===== src/hw/rtl/gcm_pkg.sv =====
// Shared constants and width helpers for the gap cluster moments block.
package gcm_pkg;

  localparam int INDEX_BITS_DEF = 20;
  localparam int COUNT_BITS_DEF = 16;
  localparam int FRAC_BITS_DEF  = 8;

  // round a bit count up to whole bytes
  function automatic int byte_pad(input int n);
    return ((n + 7) / 8) * 8;
  endfunction

  // bits of one result beat before padding
  function automatic int res_bits(input int ib, input int cb, input int fb);
    return 3 * ib + 2 * cb + 2 * (ib + fb) + 1;
  endfunction

endpackage


===== src/hw/rtl/gap_cluster_moments.sv =====
// Gap clustering of sorted tick indices with per-cluster count, mean and rms.
//
// Sample indices arrive in ascending order on the s_ beat channel (opcode in
// s_tuser: 0 = sample, 1 = end of record). A sample within min_gap of the
// previous one joins the open cluster; a larger gap closes it and opens a new
// one; an end beat closes the open cluster and clears all state except
// min_gap. A sample below the previous one is dropped and answered with a
// reject beat (m_tuser = 1, index in the low field, all else zero). A
// joining sample with a nonzero offset runs a bit-serial offset-squared
// shift-add, one offset bit per step, ending early when the offset's
// remaining bits are zero; opening and ending an empty record need no
// further state, and rejecting goes straight to the output state. Closing
// a cluster runs three bit-serial units in turn: shift-add products, a
// setup state, a restoring divider pair stepping one quotient bit a cycle
// and a square root taking two radicand bits a cycle, then loads the output
// register. One item is in work at a time; a result waiting in the output
// register does not block the next input beat unless that beat itself
// produces a result.
module gap_cluster_moments #(
  parameter int INDEX_BITS = gcm_pkg::INDEX_BITS_DEF,
  parameter int COUNT_BITS = gcm_pkg::COUNT_BITS_DEF,
  parameter int FRAC_BITS  = gcm_pkg::FRAC_BITS_DEF
) (
  input  logic clk,
  input  logic rst,
  // min_gap register write
  input  logic                  cfg_we,
  input  logic [INDEX_BITS-1:0] cfg_data,
  // input beats
  input  logic s_tvalid,
  output logic s_tready,
  input  logic [gcm_pkg::byte_pad(INDEX_BITS)-1:0] s_tdata, // sample_index
  input  logic s_tuser,                                     // opcode
  // result beats
  output logic m_tvalid,
  input  logic m_tready,
  // cluster_count, cluster_low, cluster_high, mean_offset, rms_offset,
  // trunc_mean_index, cluster_number, overflow
  output logic [gcm_pkg::byte_pad(gcm_pkg::res_bits(INDEX_BITS, COUNT_BITS,
                                                    FRAC_BITS))-1:0] m_tdata,
  output logic m_tuser                                      // kind
);
  import gcm_pkg::*;

  localparam int IW    = INDEX_BITS;
  localparam int CB    = COUNT_BITS;
  localparam int FB    = FRAC_BITS;
  localparam int FIXW  = IW + FB;
  localparam int S1W   = IW + CB;
  localparam int S2W   = 2 * IW + CB;
  localparam int AW    = 2 * IW + 2 * CB;
  localparam int NNW   = 2 * CB;
  localparam int MW    = S1W + FB;
  localparam int DFULL = AW + 2 * FB;
  localparam int NW    = (DFULL > 128) ? 128 : DFULL;
  localparam int VW    = (NW > 64) ? 64 : NW;
  localparam int VW2   = VW + (VW % 2);
  localparam int RW    = VW2 / 2;
  localparam int CW    = $clog2(NW + 1);
  localparam int RB    = res_bits(IW, CB, FB);
  localparam int OW    = byte_pad(RB);

  localparam logic [2:0] ST_IDLE  = 3'd0;
  localparam logic [2:0] ST_SQR   = 3'd1;
  localparam logic [2:0] ST_MUL   = 3'd2;
  localparam logic [2:0] ST_SETUP = 3'd3;
  localparam logic [2:0] ST_DIV   = 3'd4;
  localparam logic [2:0] ST_ROOT  = 3'd5;
  localparam logic [2:0] ST_OUT   = 3'd6;

  localparam logic [CB-1:0] CNT_MAX = '1;

  logic [2:0]    state;
  logic [IW-1:0] min_gap;
  // cluster state
  logic          opn;
  logic [IW-1:0] prev;
  logic [IW-1:0] first;
  logic [CB-1:0] tally;
  logic          sat;
  logic [S1W-1:0] s1;
  logic [S2W-1:0] s2;
  logic [CB-1:0] seq;
  // pending action after a result
  logic          rej;
  logic          pend_end;
  logic [IW-1:0] pend_idx;
  // offset-squared shift-add
  logic [2*IW-1:0] mc;
  logic [IW-1:0]   mp;
  // product shift-add
  logic [AW-1:0]  am_sh, acc_a, bm_sh, acc_b;
  logic [NNW-1:0] nm_sh, acc_n;
  logic [CB-1:0]  n_sh;
  logic [S1W-1:0] s1m;
  logic [CW-1:0]  cnt;
  // dividers
  logic [MW-1:0]  mnum;
  logic [CB-1:0]  mrem;
  logic [NW-1:0]  vnum;
  logic [NNW-1:0] vrem;
  // square root
  logic [VW2-1:0] sx;
  logic [RW-1:0]  root;
  logic [RW:0]    rrem;

  logic [IW-1:0] idx, off, gap;
  logic [CB-1:0] nval;
  logic          accept;

  logic [CB:0]    mext;
  logic           mbit;
  logic [MW-1:0]  mnum_next;
  logic [CB-1:0]  mrem_next;
  logic [NNW:0]   vext;
  logic           vbit;
  logic [NW-1:0]  vnum_next;
  logic [NNW-1:0] vrem_next;
  logic [63:0]    vlo_next;
  logic [AW-1:0]  dval;
  logic [DFULL-1:0] dsh;
  logic [RW+1:0]  rx, trial;
  logic           vsat;
  logic [FIXW-1:0] mean_q, rms_q;
  logic [RB-1:0]  res_raw;

  assign s_tready = (state == ST_IDLE);
  assign accept   = s_tvalid && s_tready;
  assign idx      = s_tdata[IW-1:0];
  assign off      = idx - first;
  assign gap      = idx - prev;
  assign nval     = (tally == '0) ? CB'(1) : tally;

  // one quotient bit per divider per cycle
  always_comb begin
    mext      = {mrem, mnum[MW-1]};
    mbit      = (mext >= {1'b0, nval});
    mrem_next = mbit ? CB'(mext - {1'b0, nval}) : CB'(mext);
    mnum_next = {mnum[MW-2:0], mbit};
    vext      = {vrem, vnum[NW-1]};
    vbit      = (vext >= {1'b0, acc_n});
    vrem_next = vbit ? NNW'(vext - {1'b0, acc_n}) : NNW'(vext);
    vnum_next = {vnum[NW-2:0], vbit};
    vlo_next  = 64'(vnum_next);
  end

  always_comb begin
    dval = (acc_a >= acc_b) ? (acc_a - acc_b) : '0;
    dsh  = DFULL'(dval) << (2 * FB);
  end

  // square root: two radicand bits per cycle
  always_comb begin
    rx    = {rrem[RW-1:0], sx[VW2-1 -: 2]};
    trial = (RW + 2)'({root, 2'b01});
  end

  // quotient beyond 64 bits forces the rms to all ones
  assign vsat    = (NW > 64) ? (|(vnum >> 64)) : 1'b0;
  assign mean_q  = FIXW'(mnum);
  assign rms_q   = vsat ? '1 : FIXW'(root);
  assign res_raw = {sat, seq, first + IW'(mean_q >> FB), rms_q, mean_q,
                    prev, first, tally};

  always_ff @(posedge clk) begin
    if (rst) begin
      state    <= ST_IDLE;
      min_gap  <= '0;
      m_tvalid <= 1'b0;
      opn      <= 1'b0;
      prev     <= '0;
      first    <= '0;
      tally    <= '0;
      sat      <= 1'b0;
      s1       <= '0;
      s2       <= '0;
      seq      <= '0;
      rej      <= 1'b0;
      pend_end <= 1'b0;
    end else begin
      if (cfg_we) begin
        min_gap <= cfg_data;
      end
      // the output state reloads the register itself
      if (m_tvalid && m_tready && state != ST_OUT) begin
        m_tvalid <= 1'b0;
      end
      unique case (state)
        ST_IDLE: begin
          if (accept) begin
            priority if (s_tuser) begin
              if (opn) begin
                rej      <= 1'b0;
                pend_end <= 1'b1;
                state    <= ST_MUL;
              end else begin
                seq <= '0;
              end
            end else if (!opn) begin
              opn   <= 1'b1;
              prev  <= idx;
              first <= idx;
              tally <= CB'(1);
              s1    <= '0;
              s2    <= '0;
              sat   <= 1'b0;
            end else if (idx < prev) begin
              rej      <= 1'b1;
              pend_idx <= idx;
              state    <= ST_OUT;
            end else if (gap > min_gap) begin
              rej      <= 1'b0;
              pend_end <= 1'b0;
              pend_idx <= idx;
              state    <= ST_MUL;
            end else begin
              prev <= idx;
              if (tally == CNT_MAX) begin
                sat <= 1'b1;
              end else begin
                tally <= tally + CB'(1);
                s1    <= s1 + S1W'(off);
                mc    <= (2 * IW)'(off);
                mp    <= off;
                if (tally + CB'(1) == CNT_MAX) begin
                  sat <= 1'b1;
                end
                if (off != '0) begin
                  state <= ST_SQR;
                end
              end
            end
            // operands for the closing products
            am_sh <= AW'(s2);
            bm_sh <= AW'(s1);
            nm_sh <= NNW'(nval);
            n_sh  <= nval;
            s1m   <= s1;
            acc_a <= '0;
            acc_b <= '0;
            acc_n <= '0;
            cnt   <= '0;
          end
        end
        ST_SQR: begin
          if (mp[0]) begin
            s2 <= s2 + S2W'(mc);
          end
          mc <= mc << 1;
          mp <= mp >> 1;
          if (mp[IW-1:1] == '0) begin
            state <= ST_IDLE;
          end
        end
        ST_MUL: begin
          if (n_sh[0]) begin
            acc_a <= acc_a + am_sh;
            acc_n <= acc_n + nm_sh;
          end
          if (s1m[0]) begin
            acc_b <= acc_b + bm_sh;
          end
          am_sh <= am_sh << 1;
          bm_sh <= bm_sh << 1;
          nm_sh <= nm_sh << 1;
          n_sh  <= n_sh >> 1;
          s1m   <= s1m >> 1;
          cnt   <= cnt + CW'(1);
          if (cnt == CW'(S1W - 1)) begin
            state <= ST_SETUP;
          end
        end
        ST_SETUP: begin
          vnum  <= NW'(dsh);
          vrem  <= '0;
          mnum  <= MW'(s1) << FB;
          mrem  <= '0;
          cnt   <= '0;
          state <= ST_DIV;
        end
        ST_DIV: begin
          vnum <= vnum_next;
          vrem <= vrem_next;
          if (cnt < CW'(MW)) begin
            mnum <= mnum_next;
            mrem <= mrem_next;
          end
          if (cnt == CW'(NW - 1)) begin
            sx    <= VW2'(vlo_next);
            root  <= '0;
            rrem  <= '0;
            cnt   <= '0;
            state <= ST_ROOT;
          end else begin
            cnt <= cnt + CW'(1);
          end
        end
        ST_ROOT: begin
          if (rx >= trial) begin
            rrem <= (RW + 1)'(rx - trial);
            root <= {root[RW-2:0], 1'b1};
          end else begin
            rrem <= (RW + 1)'(rx);
            root <= {root[RW-2:0], 1'b0};
          end
          sx  <= sx << 2;
          cnt <= cnt + CW'(1);
          if (cnt == CW'(RW - 1)) begin
            state <= ST_OUT;
          end
        end
        ST_OUT: begin
          if (!m_tvalid || m_tready) begin
            m_tvalid <= 1'b1;
            m_tuser  <= rej;
            if (rej) begin
              m_tdata <= OW'({pend_idx, CB'(0)});
            end else begin
              m_tdata <= OW'(res_raw);
              if (pend_end) begin
                opn   <= 1'b0;
                prev  <= '0;
                first <= '0;
                tally <= '0;
                s1    <= '0;
                s2    <= '0;
                sat   <= 1'b0;
                seq   <= '0;
              end else begin
                seq   <= seq + CB'(1);
                prev  <= pend_idx;
                first <= pend_idx;
                tally <= CB'(1);
                s1    <= '0;
                s2    <= '0;
                sat   <= 1'b0;
              end
            end
            state <= ST_IDLE;
          end
        end
        default: state <= ST_IDLE;
      endcase
    end
  end

endmodule


===== config.mk =====
export PLATFORM = sky130hd
export DESIGN_NAME = gap_cluster_moments
export DESIGN_NICKNAME = d
export VERILOG_FILES = /design/src/hw/rtl/gcm_pkg.sv /design/src/hw/rtl/gap_cluster_moments.sv
export SDC_FILE = /design/constraint.sdc
export NUM_CORES = 2
export LEC_CHECK = 0
export BUFFER_PORTS_ARGS = -buffer_cell sky130_fd_sc_hd__buf_2
export CORE_MARGIN = 1.5
export CORE_UTILIZATION = 40
export DETAILED_ROUTE_END_ITERATION = 6
export PLACE_DENSITY = 0.61
export RECOVER_POWER = 25
export SYNTH_ARGS = -nofsm -noshare
export SYNTH_HDL_FRONTEND = slang
export SYNTH_SLANG_ARGS = --single-unit

===== constraint.sdc =====
create_clock -name clk -period 22.7 [get_ports clk]
set_input_delay 5.675 -clock clk [delete_from_list [all_inputs] [get_ports clk]]
set_output_delay 5.675 -clock clk [all_outputs]
set_load 0.02 [all_outputs]

==> flow_summary.yaml <==
run_status:
  outcome: "finished, violations left"
  failed_checks: "capacitance limit, slew limit"
placement:
  dpl.hpwl_um: 122800
  placed_area_sq_um: 71220
  place.gp.congestion: 0.9227
  placedCellCount: 9220
  port-buffer-count: 197
pwr:
  power_per_cell_area_nw_per_um2: 98.70
  p_leak_uw: 0.03137
  worst_ir_drop_vdd_v: 0.00008091
sta:
  rsz_0062_raised_after_global_routing: "no"
  fmax_mhz: 86.66
  setup_viol: 0
  max_slew_margin_pct: -360.5
  drv_slew: 1036
  finalWorstPathRequiredPeriod_ns: 11.54
  fin_setup_tns_ns: 0
  worst_clock_skew_ns: 0.03877
  share_of_the_clock_period_used_by_the_worst_path_after_layout_pct: 50.83
  tightest_slew_ns: 6.907
  final_hold_viol_count: 0
critical_path:
  endpoint_kind: "register"
  timing.critical_path.slowest_stage_cell: "clkbuf_1"
  cp_slowest_stage_delay_ns: 4.86
  worst-endpoint-arrival_ns: 12.14
  critical_path.top_delay_family: "buffers and inverters"
  cp.required_ns: 23.30
  timing.setup.critical_path_class: "register to register"
  critPathMaxFanout: 128
  setup.worst_path.start_class: "register"
  path_buf_inv: 3
  path_cells: "clkbuf_1 > nor2_4 > nand2_1 > clkbuf_1 > clkbuf_1 > nand2_1 > nand2_1"
  setup.reg_to_reg.worst_slack_ns: 11.16
logic_synthesis:
  post_synth_num_cell_types: 96
  post_synth.cell_area_avg_sq_um: 9.644
  yosys_register_bits: 1141
  synth_top_cell_by_area: "edfxtp_1"
  synth_enable_flop_cells: 949
  syn-instance-count: 7057
  netlist.area_leader.share_pct: 41.87
  post_synth_main_area_contributors: "edfxtp_1 42%, ha_1 8.6%, nand2_1 6.3%"
  syn_area_sq_um: 68060
  synth_top_flop_cell: "edfxtp_1"
  async_flop_share_pct: 0
  synth.yosys.seq_area_share_pct: 47.52
  synth-warning-count: 0
floorplan:
  die_x_um: 415.5
  initial_utilization_pct: 40.25
  fp.coreArea_sq_um: 169100
  fp.dieArea_sq_um: 172600
  placementRows: 151
  floorplan.io_pins: 205
  die_h_um: 415.5
finish:
  fraction_of_layout_cells_with_a_size_suffix_above_1_pct: 7.185
  synthToLayoutAreaGrowth_pct: 11.30
  stdcell_area_sq_um: 75750
  fill_cells: 15930
  num-nets-final: 7670
  stdcell_count: 9472
detailed_routing:
  vias_per_cell: 5.429
  drt-pass1-iter-count: 7
  routedWlPerCell_um: 17.92
  antenna_violating_nets_remaining: 0
  route.vias.total: 51420
  drc: 0
  drt-total-wl_um: 169700
  drt_iter0_drc: 3555
clock_tree:
  clock_sinks: 1141
  tritoncts: "done"
  cts_buffer_depth: 3
  h_tree_lvls: 4
  clock_tree.root_cell: "clkbuf_16"
  clk_pin_slew_worst_paths_ns: 0.06
  cts_hold_buffers: 0
  clock_insertion_delay_worst_skew_ns: 0.78
  cts_resized: 0
  cts_buffers: 135
  post_cts_setup_buffers: 0
global_routing:
  initial_antenna_violation_count: 6
  grt_max_degree: 129
  grt_first_pass_wirelength_um: 271400
  grt.overflow.total: 0
  grtUsageTotal_pct: 19.25
  first_global_vias: 50000
run:
  maxCapViolations: 16
hold_path:
  timing.hold.worst.class: "register to register"
final timing paths:
path	start	cells past startpoint	end
setup / recovery	state[0]$_SDFFE_PP0P_	7	am_sh[19]$_DFFE_PP_
setup reg to reg	state[0]$_SDFFE_PP0P_	7	am_sh[19]$_DFFE_PP_
hold reg to reg	sat$_SDFFE_PP0P_	2	sat$_SDFFE_PP0P_
hold / removal	sat$_SDFFE_PP0P_	2	sat$_SDFFE_PP0P_
cells by family after synthesis:
family,after synthesis,synth area share (%)
buffers and inverters,661,3.714
muxes,69,1.020
DFF,1141,47.52
xor gates and xnor gates,433,5.572
AOI/OAI and AO/OA,1627,15.81
and+or+nand+nor,2644,17.40
other,1,0.005510
adders and majority gates,481,8.964
layout make-up:
class | count | area (sq um) | share of cell area, %
timing repair buffer | 248 | 1323 | 1.746
multi-input combinational | 5257 | 33340 | 44.02
tap | 2218 | 2775 | 3.664
inverter | 356 | 1336 | 1.764
sequential | 1141 | 32340 | 42.69
clock inverter | 67 | 844.6 | 1.115
clock buffer | 182 | 3781 | 4.991
antenna | 3 | 7.507 | 0.009910
where the power goes:
part	internal [uW]	leakage, uW	switching [uW]	total (uW)
combinational	934	0.0187	1550	2490
sequential	2600	0.0105	138	2740
clock	1340	0.00224	911	2250
worst min-delay path: stages (launching register included):
cell and delay (ns):
dfxtp_1 0.33, a21oi_1 0.04, nor2_1 0.08
per-layer routing:
layer	GRT usage, %	up-vias	wire (um)
li1	-	25440	-
met3	2.435	238	7549
met4	5.745	0	4289
met5	0	-	0
met2	30.59	1166	76040
met1	27.32	24570	81820
metrics by stage:
step / hold slack [ns] / util, % / setup slack [ns] / total power (uW)
after detailed placement: 0.4538 / 42.12 / 10.87 / 5232
after CTS: 0.4830 / 44.85 / 11.68 / 7512
after global routing: 0.5131 / 44.80 / 10.09 / 7906
after global placement: 0.4506 / 42.12 / 10.92 / 5193
final: 0.4796 / 44.80 / 11.16 / 7476
after floorplan: 0.4064 / - / 4.617 / 4660
cell usage in the layout, fill, tap and decap left out, drive strengths merged, types with 79 or more instances in the layout:
master  netlist  layout
dfxtp       192     192
and3        148     148
nor2b       107     107
ha          470     470
a21o        282     282
nand4        88      88
o21ai       272     272
nand3       120     120
nand2      1145    1145
nor2        691     691
buf          39     235
a21oi       495     495
a22o         79      79
inv         356     363
xor2        170     170
a211oi       88      88
edfxtp      949     949
xnor2       263     263
clkbuf      266     195
Yosys cell counts (all sizes together) (56+ instances only):
| cell type | n |
|---|---|
| xor2 | 170 |
| and2 | 63 |
| nor2b | 107 |
| o21bai | 68 |
| a21oi | 495 |
| a21o | 282 |
| edfxtp | 949 |
| a22o | 79 |
| xnor2 | 263 |
| clkbuf | 266 |
| nand2b | 65 |
| nand4 | 88 |
| and3 | 148 |
| nand2 | 1145 |
| inv | 356 |
| a211oi | 88 |
| nor2 | 691 |
| o21ai | 272 |
| o21a | 56 |
| dfxtp | 192 |
| nand3 | 120 |
| ha | 470 |
| mux2i | 66 |
| nor3 | 71 |
state kept, by name (all words and copies together) (netlist names), 32 cells and up:
register	cells
acc_a	72
acc_b	72
acc_n	32
am_sh	72
bm_sh	72
m_tdata	149
mc	40
mnum	44
nm_sh	32
root	32
rrem	32
s1	36
s1m	36
s2	56
sx	64
vnum	88
vrem	32
Power figures use the tool's default switching activity.
